**src/rtl/gct_pkg.sv**
```systemverilog
// ----------------------------------------------------------------------------
// Graph connectivity tracker package
// Shared sizing default and the request and result types of the tracker.
// ----------------------------------------------------------------------------
package gct_pkg;

    localparam int NODES_DEFAULT = 16;

    typedef struct packed {
        logic [63:0] source_key;
        logic [63:0] dest_key;
        logic [15:0] edge_cost;
    } request_t;

    typedef struct packed {
        logic [3:0] source_index;
        logic [3:0] dest_index;
        logic       all_connected;
        logic       table_full;
        logic [4:0] nodes_in_use;
    } result_t;

endpackage

```
**src/rtl/gct_ram.sv**
```systemverilog
// ----------------------------------------------------------------------------
// Generic RAM
// One write port and one read port with registered read data.
// ----------------------------------------------------------------------------
module gct_ram #(
    parameter int WIDTH = 8,
    parameter int DEPTH = 16
) (
    input  logic                     clk,
    input  logic                     wr_en,
    input  logic [$clog2(DEPTH)-1:0] wr_addr,
    input  logic [WIDTH-1:0]         wr_data,
    input  logic [$clog2(DEPTH)-1:0] rd_addr,
    output logic [WIDTH-1:0]         rd_data
);

    logic [WIDTH-1:0] mem_reg [DEPTH];

    always_ff @(posedge clk)
    begin
        if (wr_en)
        begin
            mem_reg[wr_addr] <= wr_data;
        end
        rd_data <= mem_reg[rd_addr];
    end

endmodule

```
**src/rtl/graph_connectivity_tracker_top.sv**
```systemverilog
// ----------------------------------------------------------------------------
// Graph connectivity tracker
// Registers 64-bit node keys, keeps an undirected link matrix and reports
// after every request whether all nodes in use are reachable from node 0.
// ----------------------------------------------------------------------------
// Each request is handled on its own while request_stall is high. The key
// table is scanned one entry per cycle through its RAM port. Unless the
// table would overflow, new keys are written to the next free entries and
// the two affected matrix rows are updated by read-modify-write, source row
// first. The reachability sweep reads one matrix row per cycle through the
// RAM port while reached nodes wait to be expanded. A row read is merged in
// the cycle after it is issued, so along a chain each node waits for the row
// before it. The finished result waits in an output register, so the next
// request can be taken while it waits; while the register still holds a
// stalled result, the tracker stays in its done state.
module graph_connectivity_tracker_top
    import gct_pkg::*;
#(
    parameter int NODES = NODES_DEFAULT
) (
    input  logic     clk,
    input  logic     rst_n,
    input  logic     request_valid,
    output logic     request_stall,
    input  request_t request,
    output logic     result_valid,
    input  logic     result_stall,
    output result_t  result
);

    localparam int IW = $clog2(NODES);
    localparam int CW = $clog2(NODES + 1);

    localparam logic [3:0] S_IDLE    = 4'd0;
    localparam logic [3:0] S_SEARCH  = 4'd1;
    localparam logic [3:0] S_ALLOC   = 4'd2;
    localparam logic [3:0] S_ALLOC_D = 4'd3;
    localparam logic [3:0] S_E_RD_S  = 4'd4;
    localparam logic [3:0] S_E_WR_S  = 4'd5;
    localparam logic [3:0] S_E_RD_D  = 4'd6;
    localparam logic [3:0] S_E_WR_D  = 4'd7;
    localparam logic [3:0] S_SW_INIT = 4'd8;
    localparam logic [3:0] S_SW_RUN  = 4'd9;
    localparam logic [3:0] S_DONE    = 4'd10;

    logic [3:0]       state_reg, state_next;
    logic [63:0]      skey_reg, skey_next;
    logic [63:0]      dkey_reg, dkey_next;
    logic             cost_nz_reg, cost_nz_next;
    logic [CW-1:0]    tot_reg, tot_next;
    logic [CW-1:0]    ptr_reg, ptr_next;
    logic             rd_vld_reg, rd_vld_next;
    logic [IW-1:0]    rd_idx_reg, rd_idx_next;
    logic             s_found_reg, s_found_next;
    logic             d_found_reg, d_found_next;
    logic [IW-1:0]    si_reg, si_next;
    logic [IW-1:0]    di_reg, di_next;
    logic             full_reg, full_next;
    logic             conn_reg, conn_next;
    logic [NODES-1:0] seen_reg, seen_next;
    logic [NODES-1:0] expanded_reg, expanded_next;
    logic [NODES-1:0] row_valid_reg, row_valid_next;
    logic             result_valid_reg, result_valid_next;
    result_t          result_reg, result_next;

    logic             key_wr_en;
    logic [IW-1:0]    key_wr_addr;
    logic [63:0]      key_wr_data;
    logic [IW-1:0]    key_rd_addr;
    logic [63:0]      key_rd_data;

    logic             adj_wr_en;
    logic [IW-1:0]    adj_wr_addr;
    logic [NODES-1:0] adj_wr_data;
    logic [IW-1:0]    adj_rd_addr;
    logic [NODES-1:0] adj_rd_data;

    logic [NODES-1:0] in_use;
    logic [NODES-1:0] pend;
    logic [IW-1:0]    pend_idx;
    logic [NODES-1:0] row_s;
    logic [NODES-1:0] row_d;
    logic [NODES-1:0] bit_s;
    logic [NODES-1:0] bit_d;
    logic [NODES-1:0] swept_row;
    logic             s_new;
    logic             d_new;
    logic             same_key;
    logic [CW:0]      need_total;
    logic [IW+3:0]    si_wide;
    logic [IW+3:0]    di_wide;
    logic [CW+4:0]    tot_wide;

    gct_ram #(
        .WIDTH (64),
        .DEPTH (NODES)
    ) u_key_ram (
        .clk     (clk),
        .wr_en   (key_wr_en),
        .wr_addr (key_wr_addr),
        .wr_data (key_wr_data),
        .rd_addr (key_rd_addr),
        .rd_data (key_rd_data)
    );

    gct_ram #(
        .WIDTH (NODES),
        .DEPTH (NODES)
    ) u_adj_ram (
        .clk     (clk),
        .wr_en   (adj_wr_en),
        .wr_addr (adj_wr_addr),
        .wr_data (adj_wr_data),
        .rd_addr (adj_rd_addr),
        .rd_data (adj_rd_data)
    );

    always_comb
    begin
        for (int k = 0; k < NODES; k++)
        begin
            in_use[k] = (CW'(k) < tot_reg);
        end
        pend     = seen_reg & ~expanded_reg & in_use;
        pend_idx = '0;
        for (int k = NODES - 1; k >= 0; k--)
        begin
            if (pend[k])
            begin
                pend_idx = IW'(k);
            end
        end
    end

    assign bit_s     = {{(NODES-1){1'b0}}, 1'b1} << si_reg;
    assign bit_d     = {{(NODES-1){1'b0}}, 1'b1} << di_reg;
    assign row_s     = row_valid_reg[si_reg] ? adj_rd_data : '0;
    assign row_d     = row_valid_reg[di_reg] ? adj_rd_data : '0;
    assign swept_row = row_valid_reg[rd_idx_reg] ? adj_rd_data : '0;

    assign same_key   = (skey_reg == dkey_reg);
    assign s_new      = !s_found_reg;
    assign d_new      = !d_found_reg && !(s_new && same_key);
    assign need_total = (CW+1)'(tot_reg) + (CW+1)'(s_new) + (CW+1)'(d_new);

    assign si_wide  = (IW+4)'(si_reg);
    assign di_wide  = (IW+4)'(di_reg);
    assign tot_wide = (CW+5)'(tot_reg);

    always_comb
    begin
        state_next        = state_reg;
        skey_next         = skey_reg;
        dkey_next         = dkey_reg;
        cost_nz_next      = cost_nz_reg;
        tot_next          = tot_reg;
        ptr_next          = ptr_reg;
        rd_vld_next       = 1'b0;
        rd_idx_next       = rd_idx_reg;
        s_found_next      = s_found_reg;
        d_found_next      = d_found_reg;
        si_next           = si_reg;
        di_next           = di_reg;
        full_next         = full_reg;
        conn_next         = conn_reg;
        seen_next         = seen_reg;
        expanded_next     = expanded_reg;
        row_valid_next    = row_valid_reg;
        result_valid_next = result_valid_reg;
        result_next       = result_reg;

        key_wr_en   = 1'b0;
        key_wr_addr = tot_reg[IW-1:0];
        key_wr_data = skey_reg;
        key_rd_addr = ptr_reg[IW-1:0];
        adj_wr_en   = 1'b0;
        adj_wr_addr = si_reg;
        adj_wr_data = '0;
        adj_rd_addr = si_reg;

        if (result_valid_reg && !result_stall)
        begin
            result_valid_next = 1'b0;
        end

        unique case (state_reg)
            S_IDLE:
            begin
                if (request_valid)
                begin
                    skey_next    = request.source_key;
                    dkey_next    = request.dest_key;
                    cost_nz_next = (request.edge_cost != 16'd0);
                    s_found_next = 1'b0;
                    d_found_next = 1'b0;
                    si_next      = '0;
                    di_next      = '0;
                    full_next    = 1'b0;
                    ptr_next     = '0;
                    state_next   = S_SEARCH;
                end
            end
            S_SEARCH:
            begin
                if (ptr_reg != tot_reg)
                begin
                    rd_vld_next = 1'b1;
                    rd_idx_next = ptr_reg[IW-1:0];
                    ptr_next    = ptr_reg + CW'(1);
                end
                if (rd_vld_reg)
                begin
                    if (!s_found_reg && key_rd_data == skey_reg)
                    begin
                        s_found_next = 1'b1;
                        si_next      = rd_idx_reg;
                    end
                    if (!d_found_reg && key_rd_data == dkey_reg)
                    begin
                        d_found_next = 1'b1;
                        di_next      = rd_idx_reg;
                    end
                end
                if (ptr_reg == tot_reg && !rd_vld_reg)
                begin
                    state_next = S_ALLOC;
                end
            end
            S_ALLOC:
            begin
                if (need_total > (CW+1)'(NODES))
                begin
                    full_next  = 1'b1;
                    si_next    = '0;
                    di_next    = '0;
                    state_next = S_SW_INIT;
                end
                else
                begin
                    if (s_new)
                    begin
                        key_wr_en = 1'b1;
                        si_next   = tot_reg[IW-1:0];
                        tot_next  = tot_reg + CW'(1);
                        if (same_key)
                        begin
                            di_next = tot_reg[IW-1:0];
                        end
                    end
                    state_next = d_new ? S_ALLOC_D : S_E_RD_S;
                end
            end
            S_ALLOC_D:
            begin
                key_wr_en   = 1'b1;
                key_wr_data = dkey_reg;
                di_next     = tot_reg[IW-1:0];
                tot_next    = tot_reg + CW'(1);
                state_next  = S_E_RD_S;
            end
            S_E_RD_S:
            begin
                adj_rd_addr = si_reg;
                state_next  = S_E_WR_S;
            end
            S_E_WR_S:
            begin
                adj_wr_en              = 1'b1;
                adj_wr_addr            = si_reg;
                adj_wr_data            = cost_nz_reg ? (row_s | bit_d) : (row_s & ~bit_d);
                row_valid_next[si_reg] = 1'b1;
                state_next             = S_E_RD_D;
            end
            S_E_RD_D:
            begin
                adj_rd_addr = di_reg;
                state_next  = S_E_WR_D;
            end
            S_E_WR_D:
            begin
                adj_wr_en              = 1'b1;
                adj_wr_addr            = di_reg;
                adj_wr_data            = cost_nz_reg ? (row_d | bit_s) : (row_d & ~bit_s);
                row_valid_next[di_reg] = 1'b1;
                state_next             = S_SW_INIT;
            end
            S_SW_INIT:
            begin
                expanded_next = '0;
                if (tot_reg == '0)
                begin
                    seen_next  = '0;
                    conn_next  = 1'b0;
                    state_next = S_DONE;
                end
                else
                begin
                    seen_next  = {{(NODES-1){1'b0}}, 1'b1};
                    state_next = S_SW_RUN;
                end
            end
            S_SW_RUN:
            begin
                if (rd_vld_reg)
                begin
                    seen_next = (seen_reg | swept_row) & in_use;
                end
                if (pend != '0)
                begin
                    adj_rd_addr             = pend_idx;
                    rd_vld_next             = 1'b1;
                    rd_idx_next             = pend_idx;
                    expanded_next[pend_idx] = 1'b1;
                end
                else if (!rd_vld_reg)
                begin
                    conn_next  = (seen_reg == in_use);
                    state_next = S_DONE;
                end
            end
            S_DONE:
            begin
                if (!result_valid_reg || !result_stall)
                begin
                    result_next.source_index  = si_wide[3:0];
                    result_next.dest_index    = di_wide[3:0];
                    result_next.all_connected = conn_reg;
                    result_next.table_full    = full_reg;
                    result_next.nodes_in_use  = tot_wide[4:0];
                    result_valid_next         = 1'b1;
                    state_next                = S_IDLE;
                end
            end
            default:
            begin
                state_next = S_IDLE;
            end
        endcase
    end

    always_ff @(posedge clk or negedge rst_n)
    begin
        if (!rst_n)
        begin
            state_reg        <= S_IDLE;
            tot_reg          <= '0;
            ptr_reg          <= '0;
            rd_vld_reg       <= 1'b0;
            row_valid_reg    <= '0;
            seen_reg         <= '0;
            expanded_reg     <= '0;
            result_valid_reg <= 1'b0;
        end
        else
        begin
            state_reg        <= state_next;
            tot_reg          <= tot_next;
            ptr_reg          <= ptr_next;
            rd_vld_reg       <= rd_vld_next;
            row_valid_reg    <= row_valid_next;
            seen_reg         <= seen_next;
            expanded_reg     <= expanded_next;
            result_valid_reg <= result_valid_next;
        end
    end

    always_ff @(posedge clk)
    begin
        skey_reg    <= skey_next;
        dkey_reg    <= dkey_next;
        cost_nz_reg <= cost_nz_next;
        rd_idx_reg  <= rd_idx_next;
        s_found_reg <= s_found_next;
        d_found_reg <= d_found_next;
        si_reg      <= si_next;
        di_reg      <= di_next;
        full_reg    <= full_next;
        conn_reg    <= conn_next;
        result_reg  <= result_next;
    end

    assign request_stall = (state_reg != S_IDLE);
    assign result_valid  = result_valid_reg;
    assign result        = result_reg;

endmodule

```
**config.mk**
```make
export PLATFORM = sky130hd
export DESIGN_NAME = graph_connectivity_tracker_top
export DESIGN_NICKNAME = d
export VERILOG_FILES = /design/src/rtl/gct_pkg.sv /design/src/rtl/gct_ram.sv /design/src/rtl/graph_connectivity_tracker_top.sv
export SDC_FILE = /design/constraint.sdc
export NUM_CORES = 2
export LEC_CHECK = 0
export ABC_CLOCK_PERIOD_IN_PS = 13100
export BUFFER_PORTS_ARGS = -buffer_cell sky130_fd_sc_hd__buf_2
export CORE_MARGIN = 10
export CORE_UTILIZATION = 55
export CTS_CLUSTER_DIAMETER = 60
export CTS_CLUSTER_SIZE = 20
export DETAILED_ROUTE_END_ITERATION = 16
export HOLD_SLACK_MARGIN = 0.08
export PLACE_DENSITY = 0.78
export SLEW_MARGIN = 20
export SYNTH_ARGS = -nofsm -noshare
export SYNTH_HDL_FRONTEND = slang
export SYNTH_SLANG_ARGS = --single-unit
```
**constraint.sdc**
```tcl
create_clock -name clk -period 13.1 [get_ports clk]
set_input_delay 1.965 -clock clk [delete_from_list [all_inputs] [get_ports clk]]
set_output_delay 1.965 -clock clk [all_outputs]
set_load 0.005 [all_outputs]
```
# Word-level counts from Yosys, hierarchy flattened

Memory sizes are Yosys's and may differ from the RTL's. A register that Yosys moved wholly into a read port is not among the register bits.
Index checks and enable logic that the tools add are counted.

Register bits: 224
Latch bits: 0
Bits in writable memories: 1280
Memory bits (read-only): 0
Input bits: 148
Output and inout bits: 17
Logic and storage cells: 247
Memories kept: 2

Add/subtract/negate cells: 4
$mul: 0
Div/mod/pow operators: 0
$lt $le $gt $ge: 24
Eq/ne operators: 33
Shift operators: 2
Mux-type cells: 101
Bitwise logic cells: 14
Reductions and logical operators: 44

Memory list:

| memory            | depth | width | rd ports | clocked after memory_dff | write ports | RTL line      | text |
|---|---|---|---|---|---|---|---|
| u_key_ram.mem_reg | 16    | 64    | 1        | 1                        | 1           | gct_ram.sv:17 | `logic [WIDTH-1:0] mem_reg [DEPTH];` |
| u_adj_ram.mem_reg | 16    | 16    | 1        | 1                        | 1           | gct_ram.sv:17 |  |

Operators by type and width:

| cell                   | number |
|---|---|
| $eq A64 B64 Y1         | 3 |
| $mux W4                | 36 |
| $pmux W16 S2           | 4 |
| $mux W16               | 7 |
| $or A16 B16 Y16        | 6 |
| $and A16 B16 Y16       | 5 |
| $mux W64               | 1 |
| $not A16 Y16           | 3 |
| $pmux W4 S11           | 1 |
| $lt A4 B5 Y1 const A   | 8 |
| $reduce_bool A16 Y1    | 2 |
| $shl A1 B4 Y16 const A | 2 |
| $ne A2 B2 Y1 const B   | 15 |
| $mux W1                | 28 |
| $lt A3 B5 Y1 const A   | 4 |
| $lt A4 B5 Y1 const B   | 4 |
| $mux W5                | 4 |
| $pmux W5 S2            | 2 |
| $eq A16 B16 Y1         | 1 |
| $eq A4 B3 Y1 const B   | 4 |
| $pmux W4 S2            | 2 |
| $pmux W4 S4            | 1 |
| $bmux W1 S4            | 3 |
| $demux W1 S4           | 3 |
| 31 further kinds       | 73 |

# Logic depth before layout (Yosys ltp)

Word-level depth: 26
Gate-level depth with buffers: 21
Depth with buffers taken out: 20

# Modules after synthesis

Synthesis repeated with hierarchy kept, for this count alone.

Cells, all modules: 3396
Area total of the unflattened synthesis: 62630.1 µm²

Modules (own cells, without submodules):

| module                         | instances | cells each | area each (µm²) | sequential area each (µm²) |
|---|---|---|---|---|
| gct_ram (u_key_ram)            | 1         | 1647       | 39581.7         | 32030.7 |
| graph_connectivity_tracker_top | 1         | 1317       | 13006.2         | 6406.1 |
| gct_ram (u_adj_ram)            | 1         | 432        | 10042.1         | 8007.7 |

# Worst setup path after synthesis

No wires, ideal clock.

Path type: register -> register
From: register skey_reg[23]
To: memory u_key_ram.mem_reg[3][0], enable pin
Setup time: 565 ps
Data arrival time: 7555 ps
Data required time: 12535 ps
Slack: 4981 ps
Cell stages (with the launch flop): 19
Path buffers: 1
Period minus slack after synthesis: 8119 ps
Cells stage by stage: edfxtp_1 -> xor2_1 -> nor4_1 -> nand4_1 -> nor3_1 -> and4_1 -> nor2_1 -> inv_1 -> fa_1 -> inv_1 -> ha_1 -> nand2b_1 -> o311a_1 -> o22ai_1 -> and2_1 -> a21o_1 -> clkbuf_1 -> nand2_1 -> nor3_1

Word-level cells in the longest chain between the ends: 10

Ends and longest elaborated chain:

| what                          | RTL line                              | text |
|---|---|---|
| start, declared               | graph_connectivity_tracker_top.sv:47  | `logic [63:0] skey_reg, skey_next;` |
| start signal, assigned        | graph_connectivity_tracker_top.sv:369 | `skey_reg <= skey_next;` |
| $eq A64 B64 Y1                | graph_connectivity_tracker_top.sv:141 | `assign same_key = (skey_reg == dkey_reg);` |
| $logic_and A1 B1 Y1           | graph_connectivity_tracker_top.sv:143 | `assign d_new = !d_found_reg && !(s_new && same_key);` |
| $logic_not A1 Y1              | graph_connectivity_tracker_top.sv:143 |  |
| $logic_and A1 B1 Y1           | graph_connectivity_tracker_top.sv:143 |  |
| $add A6 B1 Y6                 | graph_connectivity_tracker_top.sv:144 | `assign need_total = (CW+1)'(tot_reg) + (CW+1)'(s_new) + (CW+1)'(d_new);` |
| $gt A6 B5 Y1                  | graph_connectivity_tracker_top.sv:231 | `if (need_total > (CW+1)'(NODES))` |
| $mux W1                       | graph_connectivity_tracker_top.sv:231 |  |
| $pmux W1 S2                   | graph_connectivity_tracker_top.sv:186 | `unique case (state_reg)` |
| $mux W1                       | gct_ram.sv:21                         | `if (wr_en)` |
| $mux W1 (implied by the code) | gct_ram.sv:23                         | `mem_reg[wr_addr] <= wr_data;` |
| end, declared                 | gct_ram.sv:17                         |  |

Every way passes these cells.

# Final worst setup path

From: register skey_reg[61]
To: memory u_key_ram.mem_reg[3][3], enable pin

Same word-level chain as after synthesis.

==> results.json <==
{
  "min_path_type": "reg -> reg",
  "placed_cells": 4944,
  "cts.sinks": 1584,
  "tightest_slew_ns": 1.136,
  "endpoint": "u_key_ram.mem_reg[3][3]",
  "path_clk_slew_ns": 0.08,
  "grt_start_max_net_pins": 104,
  "overflow": 0,
  "fin_util": 0.6110,
  "synth.net_count": 3507,
  "wire_per_inst_um": 31.36,
  "numCtsBuffers": 106,
  "area_growth_pct": 10.21,
  "syn_inst": 3352,
  "core-area_um2": 114500,
  "clockBufferDepth": 3,
  "drtIter0Drc": 4984,
  "antenna_found_initial": 13,
  "cp_max_fo": 56,
  "regToRegStartpoint": "skey_reg[61]",
  "synth-seq-cells": 1584,
  "cts_hold_buf": 0,
  "p_leak_nw": 22.62,
  "die-area_um2": 129400,
  "pin_count": 165,
  "die_width_um": 359.7,
  "final_cell_area_um2": 69960,
  "reg2reg_slack_ns": 6.12,
  "hold_depth": 0,
  "wl_um": 161500,
  "drcViolationCount": 0,
  "max_cap_viol_count": 0,
  "setup_viol_count_final": 0,
  "cts-root-buf": "clkbuf_16",
  "fin_crit_ns": 6.984,
  "worstSkewPairLatency_ns": 0.72,
  "fin_crit_sh": 0.5331,
  "syn_area_per_cell_um2": 18.94,
  "synth.distinct_cells": 88,
  "slew_headroom": 0.2428,
  "whs_ns": 0.4421,
  "startpoint": "skey_reg[61]",
  "synth-edff-count": 1440,
  "ys_async_sr_fraction": 0.04040,
  "critPathArrivalTime_ns": 7.30,
  "reg2regPathDepth": 18,
  "ant_nets": 0,
  "setup.worst_path.end_class": "flip-flop",
  "yosysWarnings": 0,
  "placed_area_um2": 66280,
  "slew_violations": 0,
  "htreeDepth": 3,
  "clock.fmax_ghz": 0.1432,
  "fin_cells": 5150,
  "placement.io_buffers": 164,
  "synth_ff_type": "edfxtp_1",
  "hpwlAfterDp_um": 102600,
  "cts_resized": 0,
  "irDropWorstVdd_mv": 0.1545,
  "first_pass_iters": 8,
  "path_class": "reg -> reg",
  "grt_pass1_vias": 33020,
  "largest_register_ffs": 1024,
  "worstSetupStartpointType": "flip-flop",
  "drive_gt1_frac": 0.2615,
  "start_util": 0.5544,
  "cts_setup_buffers": 0,
  "required_ns": 13.41,
  "r2r-end": "u_key_ram.mem_reg[3][3]",
  "vias_per_cell": 6.589,
  "status": "finished, final reports clean",
  "gp_congestion": 0.9531,
  "rows": 124,
  "power_density_nw_per_um2": 210.2,
  "grt_pass1_wl_um": 234500,
  "hold_viol_final": 0,
  "final_nets": 3697,
  "grt_setup_unrepaired": "false",
  "yosysSeqAreaShare": 0.7317,
  "skew_ns": 0.05021,
  "grt_use_total": 0.2448,
  "syn_area_um2": 63480,
  "fin_setup_tns_ns": 0,
  "route.vias.total": 33932,
  "dieHeight_um": 359.7,
  "cts_tree": "done"
}
[per-stage QoR]
step	total power, W	setup WS (ns)
6_report	0.01470	6.116
5_1_grt	0.01525	5.786
4_1_cts	0.01471	6.183
3_5_place_dp	0.01126	6.216
3_3_place_gp	0.01118	6.359
2_1_floorplan	0.009817	4.981
[power breakdown]
part / internal [W] / switching [W]
Sequential: 0.00630 / 0.000578
Clock: 0.00176 / 0.00173
Combinational: 0.00180 / 0.00253
Total: 0.00986 / 0.00484
[synth_stat cells, types with 24 or more instances]
cell type / instances / area share
o21ai_0: 82 / 0.0065
a21oi_1: 86 / 0.0068
mux4_2: 335 / 0.12
nor2_1: 106 / 0.0063
dfrtp_1: 64 / 0.025
clkbuf_1: 123 / 0.0073
dfxtp_1: 80 / 0.025
xnor2_1: 66 / 0.0091
a211oi_1: 51 / 0.0060
inv_1: 52 / 0.0031
nor3_1: 32 / 0.0025
nor4_1: 43 / 0.0042
nand3_1: 75 / 0.0059
nand2_1: 89 / 0.0053
nand4_1: 24 / 0.0024
buf_1: 27 / 0.0016
o22ai_1: 32 / 0.0032
edfxtp_1: 1440 / 0.68
mux2_2: 85 / 0.015
mux2i_1: 35 / 0.0055
xor2_1: 110 / 0.015
[cells by family (layout without fill, tap and decap cells)]
group / after synthesis / after routing / synth area share
flip-flops: 1584 / 1584 / 0.7317
other: 0 / 5 / 0
multiplexers: 468 / 468 / 0.1425
XOR/XNOR: 176 / 176 / 0.02428
adder cells (fa/ha/maj): 7 / 7 / 0.001498
buffers and inverters: 229 / 510 / 0.01520
AO/OA/AOI/OAI: 431 / 431 / 0.04811
AND/OR/NAND/NOR: 457 / 457 / 0.03672
[worst max-delay path, stage by stage, from the launching register on]
cell and delay [ns]:
edfxtp_1 0.45, xor2_1 0.19, nor4_1 0.77, nand4_1 0.25, nor3_1 0.28, and4_1 0.44
nor2_1 0.14, inv_1 0.11, fa_1 0.22, inv_1 0.06, ha_1 0.26, nand2b_1 0.16
o311a_1 0.29, o22ai_1 0.18, and2_1 0.42, a21o_1 0.38, nand2_1 0.32, nor3_2 0.71
buf_4 0.90
[worst min path at each step]
stage                        start   endpoint  slack [ns]
after global routing      conn_reg  result[6]        0.47
after detailed placement  conn_reg  result[6]        0.43
after CTS                 conn_reg  result[6]        0.47
after floorplan           full_reg  result[5]        0.40
after global placement    conn_reg  result[6]        0.40
final                     conn_reg  result[6]        0.44
[cell usage in the layout (no fill, tap or decap), types with 13 or more instances in the layout]
master,instances
clkbuf_1,30
a22oi_1,15
nand2_1,89
mux2_4,13
nor3_1,26
mux2_2,85
dfrtp_1,60
nand3_1,75
o22a_1,17
nor2_4,14
nor4_1,43
clkbuf_16,110
o22ai_1,28
nand2b_1,19
mux4_2,335
xnor2_1,66
a21o_1,13
nand4_1,24
a211oi_1,51
nor2b_1,21
or2_2,16
a31oi_1,20
buf_2,164
a2111oi_2,13
inv_1,51
dfxtp_1,80
mux2i_1,35
o2bb2ai_1,14
nor2_1,93
edfxtp_1,1440
o21ai_0,76
xor2_1,110
buf_4,91
a21oi_1,85
[cell type report]
| type | instances | area [um2] |
|---|---|---|
| Tap cell | 1512 | 1892 |
| Antenna cell | 5 | 12.51 |
| Timing Repair Buffer | 259 | 1583 |
| Fill cell | 7889 | 44540 |
| Clock inverter | 54 | 634.4 |
| Sequential cell | 1584 | 46460 |
| Multi-Input combinational cell | 1539 | 16240 |
| Inverter | 52 | 200.2 |
| Clock buffer | 145 | 2934 |
[per-layer routing]
layer,up-vias,part of all wire,GRT usage
met2,2079,0.47,0.3823
met5,-,0.00037,0
met1,17587,0.39,0.3503
met3,265,0.11,0.05626
met4,10,0.028,0.06192
li1,13991,-,-
Note: power is estimated with default switching activity, not from simulation.
